`config.mk`:
```
export PLATFORM = sky130hd
export DESIGN_NAME = stsp_ctrl
export DESIGN_NICKNAME = d
export VERILOG_FILES = /design/src/sv/stsp_pkg.sv /design/src/sv/stsp_ctrl.sv
export SDC_FILE = /design/constraint.sdc
export NUM_CORES = 1
export LEC_CHECK = 0
export BUFFER_PORTS_ARGS = -buffer_cell sky130_fd_sc_hd__buf_4
export CORE_MARGIN = 4
export CORE_UTILIZATION = 60
export CTS_BUF_LIST = sky130_fd_sc_hd__clkbuf_4 sky130_fd_sc_hd__clkbuf_8
export DETAILED_ROUTE_END_ITERATION = 8
export HOLD_SLACK_MARGIN = 0.1
export PLACE_DENSITY = 0.85
export SYNTH_ARGS = -nofsm -noshare
export SYNTH_HDL_FRONTEND = slang
export SYNTH_SLANG_ARGS = --single-unit
export TNS_END_PERCENT = 30
```
`constraint.sdc`:
```
create_clock -name aclk -period 3.8 [get_ports aclk]
set_input_delay 0.38 -clock aclk [delete_from_list [all_inputs] [get_ports aclk]]
set_output_delay 0.38 -clock aclk [all_outputs]
set_load 0.01 [all_outputs]
```
`src/sv/stsp_pkg.sv`:
```
`default_nettype none

package stsp_pkg;

    localparam int NEURONS   = 1024;
    localparam int FRAC_BITS = 23;

    localparam int DATA_W    = FRAC_BITS + 1;
    localparam int PROD_W    = 2 * DATA_W;
    localparam int IDX_W     = 10;
    localparam int ADDR_W    = (NEURONS > 1) ? $clog2(NEURONS) : 1;
    localparam int CNT_W     = $clog2(NEURONS + 1);
    localparam int CFG_IDX_W = 3;

    localparam longint unsigned ONE_L = 64'd1 << FRAC_BITS;

    localparam logic [DATA_W-1:0] ONE               = DATA_W'(ONE_L);
    localparam logic [DATA_W-1:0] RESET_DEPRESSION  = DATA_W'((ONE_L + 1000) / 2000);
    localparam logic [DATA_W-1:0] RESET_FACILITATION = DATA_W'((ONE_L + 5000) / 10000);
    localparam logic [DATA_W-1:0] RESET_POINT_TWO   = DATA_W'((2 * ONE_L + 5) / 10);

    localparam logic KIND_SPIKE = 1'b0;
    localparam logic KIND_TICK  = 1'b1;

    localparam logic [CFG_IDX_W-1:0] REG_DEPRESSION_RATE   = 3'd0;
    localparam logic [CFG_IDX_W-1:0] REG_FACILITATION_RATE = 3'd1;
    localparam logic [CFG_IDX_W-1:0] REG_RESTING_USE       = 3'd2;
    localparam logic [CFG_IDX_W-1:0] REG_USE_JUMP          = 3'd3;

    typedef struct packed {
        logic             kind;
        logic [IDX_W-1:0] neuron_index;
    } in_item_t;

    typedef struct packed {
        logic [IDX_W-1:0]  spike_neuron;
        logic [DATA_W-1:0] release_amount;
    } out_item_t;

    typedef struct packed {
        logic              rd_en;
        logic [ADDR_W-1:0] rd_addr;
        logic              mul_en;
        logic              tick;
        logic              wr_en;
        logic              wr_clear;
        logic [ADDR_W-1:0] wr_addr;
        logic              out_load;
    } dp_cmd_t;

    typedef struct packed {
        logic out_free;
    } dp_status_t;

endpackage

`default_nettype wire

```
`src/sv/stsp_ctrl.sv`:
```
`default_nettype none

module stsp_ctrl (
    input  logic                 aclk,
    input  logic                 aresetn,
    input  logic                 s_valid,
    output logic                 s_ready,
    input  stsp_pkg::in_item_t   s_item,
    input  stsp_pkg::dp_status_t status,
    output stsp_pkg::dp_cmd_t    cmd
);

    import stsp_pkg::*;

    typedef enum logic [1:0] {
        ST_CLEAR,
        ST_IDLE,
        ST_SPIKE,
        ST_SWEEP
    } state_t;

    state_t            state_reg, state_next;
    logic [CNT_W-1:0]  cnt_reg, cnt_next;
    logic              v1_reg, v1_next;
    logic              v2_reg, v2_next;
    logic [ADDR_W-1:0] addr1_reg, addr1_next;
    logic [ADDR_W-1:0] addr2_reg, addr2_next;

    logic              accept;
    logic              in_range;
    logic              stall;
    logic              issue;
    logic [ADDR_W-1:0] issue_addr;

    assign s_ready  = (state_reg == ST_IDLE);
    assign accept   = s_valid && s_ready;
    assign in_range = (32'(s_item.neuron_index) < NEURONS);
    // A finished spike waits in the last stage until the output register frees up.
    assign stall    = v2_reg && (state_reg == ST_SPIKE) && !status.out_free;

    always_comb begin
        state_next = state_reg;
        cnt_next   = cnt_reg;
        issue      = 1'b0;
        issue_addr = cnt_reg[ADDR_W-1:0];

        cmd          = '0;
        cmd.tick     = (state_reg == ST_SWEEP);
        cmd.mul_en   = v1_reg;
        cmd.wr_en    = v2_reg && !stall;
        cmd.wr_addr  = addr2_reg;
        cmd.out_load = v2_reg && (state_reg == ST_SPIKE) && !stall;

        unique case (state_reg)
            ST_CLEAR: begin
                cmd.wr_en    = 1'b1;
                cmd.wr_clear = 1'b1;
                cmd.wr_addr  = cnt_reg[ADDR_W-1:0];
                if (cnt_reg == CNT_W'(NEURONS - 1)) begin
                    cnt_next   = '0;
                    state_next = ST_IDLE;
                end else begin
                    cnt_next = cnt_reg + CNT_W'(1);
                end
            end
            ST_IDLE: begin
                if (accept) begin
                    if (s_item.kind == KIND_TICK) begin
                        cnt_next   = '0;
                        state_next = ST_SWEEP;
                    end else if (in_range) begin
                        issue      = 1'b1;
                        issue_addr = ADDR_W'(s_item.neuron_index);
                        state_next = ST_SPIKE;
                    end
                end
            end
            ST_SPIKE: begin
                if (v2_reg && !stall) begin
                    state_next = ST_IDLE;
                end
            end
            ST_SWEEP: begin
                if (cnt_reg != CNT_W'(NEURONS)) begin
                    issue      = 1'b1;
                    issue_addr = cnt_reg[ADDR_W-1:0];
                    cnt_next   = cnt_reg + CNT_W'(1);
                end else if (v2_reg && !v1_reg) begin
                    state_next = ST_IDLE;
                end
            end
            default: begin
                state_next = ST_CLEAR;
            end
        endcase

        cmd.rd_en   = issue;
        cmd.rd_addr = issue_addr;

        if (stall) begin
            v1_next    = v1_reg;
            addr1_next = addr1_reg;
            v2_next    = v2_reg;
            addr2_next = addr2_reg;
        end else begin
            v1_next    = issue;
            addr1_next = issue_addr;
            v2_next    = v1_reg;
            addr2_next = addr1_reg;
        end
    end

    always_ff @(posedge aclk) begin
        if (!aresetn) begin
            state_reg <= ST_CLEAR;
            cnt_reg   <= '0;
            v1_reg    <= 1'b0;
            v2_reg    <= 1'b0;
        end else begin
            state_reg <= state_next;
            cnt_reg   <= cnt_next;
            v1_reg    <= v1_next;
            v2_reg    <= v2_next;
        end
        addr1_reg <= addr1_next;
        addr2_reg <= addr2_next;
    end

endmodule

`default_nettype wire

```
==> results list <==
* DR DRC count: 0
* Placement Setup Slack: approximately 1.3 ns
* Number of instances resized during post-cts repair: 0
- Vias in the first global route: 1387
- In the synthesized netlist the async set-or-reset flop fraction comes to 0%.
- The count of nets left with antenna violations once routing finished came out at 0.
* CTS clock-pin slew for the worst setup and hold paths: 0.10 ns
- The run finished with clean final reports.
- Overflow after GRT: 0
- Number of pins exceeding their max-slew limit in the final report: 0
- Vert. Die Dim: 63.89 um
- From synthesis to final layout, the design area changed by 20.49%.
- Final worst path period need: 2.883 ns
- The number of nets handed over by synthesis was roughly 190.
- The number of antenna violations at the first check in global routing came to 0.
- Averaged over all synthesized cells, the footprint is 10.96 um2.
- The detailed router placed 1514 vias in this run.
- Final hold vios: 0
- Skew final: between 0.005 and 0.006 ns
- Total clock buffers created by CTS: 5
- Starting utilization of the core area: about three fifths
- The congestion estimate from routability-driven global placement came to 0.8746.
- Summed over all nets, the half-perimeter wirelength after detailed placement is 2.963 mm.
- The repair_antennas step left the layout with diodes totalling 0.
* Top FF cell, synth: edfxtp_1
- Length of the first detailed-routing pass in iterations: 4
* Starting DRT DRC Count: 111
- Layout cells sized above 1: 38.10%
* Count of state elements after synthesis: 35
- Combined flip-flop and latch cell area: 900.9 um2
- Largest net degree at the start of global routing: 28
* Core box area: approximately 3000 um2
- In the final routed layout, each cell accounts on average for 16.32 um.
- Of the synthesized area, sequential elements account for 48.06%.
- Data on the critical path is required at its endpoint by approximately 3.4 ns.
- Measured along the x axis, the die boundary spans about 64 um.
* Clk_lat worst skew: between 0.3 and 0.4 ns
* Slew HR: about a fifth
- Worst hold slack after final layout: about 0.36 ns
- The clock tree synthesis step divided the H-tree into 2 levels.
- Crit path max fanout: 11
* Largest vdd supply drop: about 180 uV
- Fraction of the cycle the final worst path needs: between 70% and 80%
- Cell chosen for the clock root: clkbuf_4
* First-pass GRT wire length: 6.824 mm
- Final setup violation count: 0
- The multi-input combinational cells in the finished layout cover a total of between 900 and 1000 um2.
* CTS Hold Bufs: 0
- For the pin with the worst max-slew slack, the measured transition is 1.187 ns.
* Die Area: 4082 um2
- Final wirelength: 4.145 mm
- All-layer global routing usage: 21.53%
- Post-route setup slack: about 0.9 ns
- The mapped netlist covers 1874 um2.
- Endpoint kind of the worst setup timing path: primary output
- Max-cap violations in this run came to 0.
* Post-CTS Setup Repair Bufs: 0
- After synthesis, the netlist uses 44 different library cells.
- For the final routed database, the setup TNS stands at 0 ns.
- Cells fill 74.59% of the core in the end.
* # rows: 20
- Power spread over the standard cell area amounts to 300.2 nW/um2.
* Filler instances: between 200 and 250
- TritonCTS clock tree: yes
* Top-level port count: 42
- After technology mapping, the gate count stands at roughly 170.
* Synth warnings: 0
- The worst setup path is launched from a flop.
* Net count reported at finish: 226
- Path type of the worst min-delay path: in -> reg
- Max reg flops: 11
- Buffers placed on the I/O ports in this run total 41.
* Post-synth EDFFs: 20
* Number of clock sinks: 35
* Buffers from clock root to sink, at most: 2
- Leakage component of the power: 0.9778 nW
* Setup repair after global routing missed its margin: no
* Average via count per standard cell: just under 6
- Max frequency: 346.9 MHz
- For the worst setup path, the data arrival time is 2.50 ns.
- Path type of the worst setup path: reg -> out
through the flow:
stage | power, mW | instance area, um2 | std cells
detailed placement | 0.4699 | 2195 | 246
global placement | 0.4676 | 2195 | 246
finish | 0.6781 | 2258 | 254
floorplan | 0.4431 | 1874 | 171
CTS | 0.6834 | 2258 | 254
global route | 0.7107 | 2258 | 254
placed cells by master (no fill, tap or decap), types with 2 or more instances in the layout:
| cell | count |
|---|---|
| a22oi_1 | 3 |
| or3b_2 | 3 |
| o21ai_0 | 4 |
| or4_4 | 2 |
| ha_1 | 2 |
| nand4b_1 | 2 |
| a21oi_1 | 7 |
| nor2b_1 | 3 |
| o22ai_1 | 6 |
| nand3_1 | 5 |
| clkbuf_4 | 6 |
| nand4_1 | 5 |
| nand3b_1 | 4 |
| nand2_1 | 16 |
| dfxtp_1 | 15 |
| nor2_1 | 4 |
| buf_4 | 42 |
| inv_1 | 5 |
| a32o_1 | 2 |
| edfxtp_1 | 20 |
| and3_1 | 4 |
| nand2b_1 | 5 |
| and2_1 | 3 |
| a21o_1 | 2 |
| mux2_2 | 19 |
| mux2i_1 | 2 |
cell families after synthesis:
group	Yosys count	synth area share, %
AND/OR/NAND/NOR	63	20.23
multiplexers	21	12.48
AO/OA/AOI/OAI	34	14.22
adder cells (fa/ha/maj)	2	1.335
flip-flops	35	48.06
buffers and inverters	16	3.671
path summary, 6_finish.rpt:
kind	endpoint	slack, ns	startpoint	cells past startpoint
worst min register to register	addr2_reg[4]$_DFFE_PN_	0.44	addr1_reg[4]$_DFFE_PN_	0
worst min-delay path	addr1_reg[9]$_DFFE_PN_	0.36	s_item[9]	2
worst max register to register	addr1_reg[5]$_DFFE_PN_	1.54	state_reg[0]$_SDFFE_PN0P_	4
worst max-delay path	cmd[19]	0.92	state_reg[0]$_SDFFE_PN0P_	5
synthesized netlist by cell type, drive strengths merged, types with 3 or more instances:
library cell   n  area share (%)
a21oi          7             1.9
a22oi          3             1.2
and2           3             1.0
and3           5             1.7
buf            3             1.1
clkbuf         8             1.6
dfxtp         15              16
edfxtp        20              32
inv            5             1.0
mux2          19              11
nand2         16             3.2
nand2b         5             1.7
nand3          5             1.3
nand3b         4             1.6
nand4          5             1.7
nor2           4            0.80
nor2b          3             1.0
o211ai         3             2.2
o21ai          4             1.1
o22ai          6             2.0
or3b           3             1.4
worst max-delay path, cell delays in order (launching register included):
cell	delay, ns
dfxtp_1	0.53
nand2b_1	0.27
nor3b_2	0.57
buf_4	0.27
mux2_2	0.36
buf_4	0.15
cell type report:
class | count | share of cell area [%]
multi-input combinational | 120 | 40.06
tap | 44 | 2.438
clock inverter | 1 | 0.2216
inverter | 5 | 0.8310
timing repair buffer | 42 | 13.96
sequential | 35 | 39.89
clock buffer | 7 | 2.604
where the power goes:
part | switching [mW] | total, mW | internal [mW]
logic | 0.0213 | 0.0480 | 0.0267
registers | 0.00727 | 0.413 | 0.406
clock network | 0.120 | 0.217 | 0.0967
layer usage:
metal | part of all wire [%] | global-route usage [%] | vias up
met5 | 0 | 0 | -
met4 | 0.51 | 9.973 | 0
met1 | 42 | 27.87 | 730
met3 | 5.6 | 4.921 | 3
met2 | 52 | 34.06 | 56
li1 | - | - | 725
(Power assumes the default switching activity.)
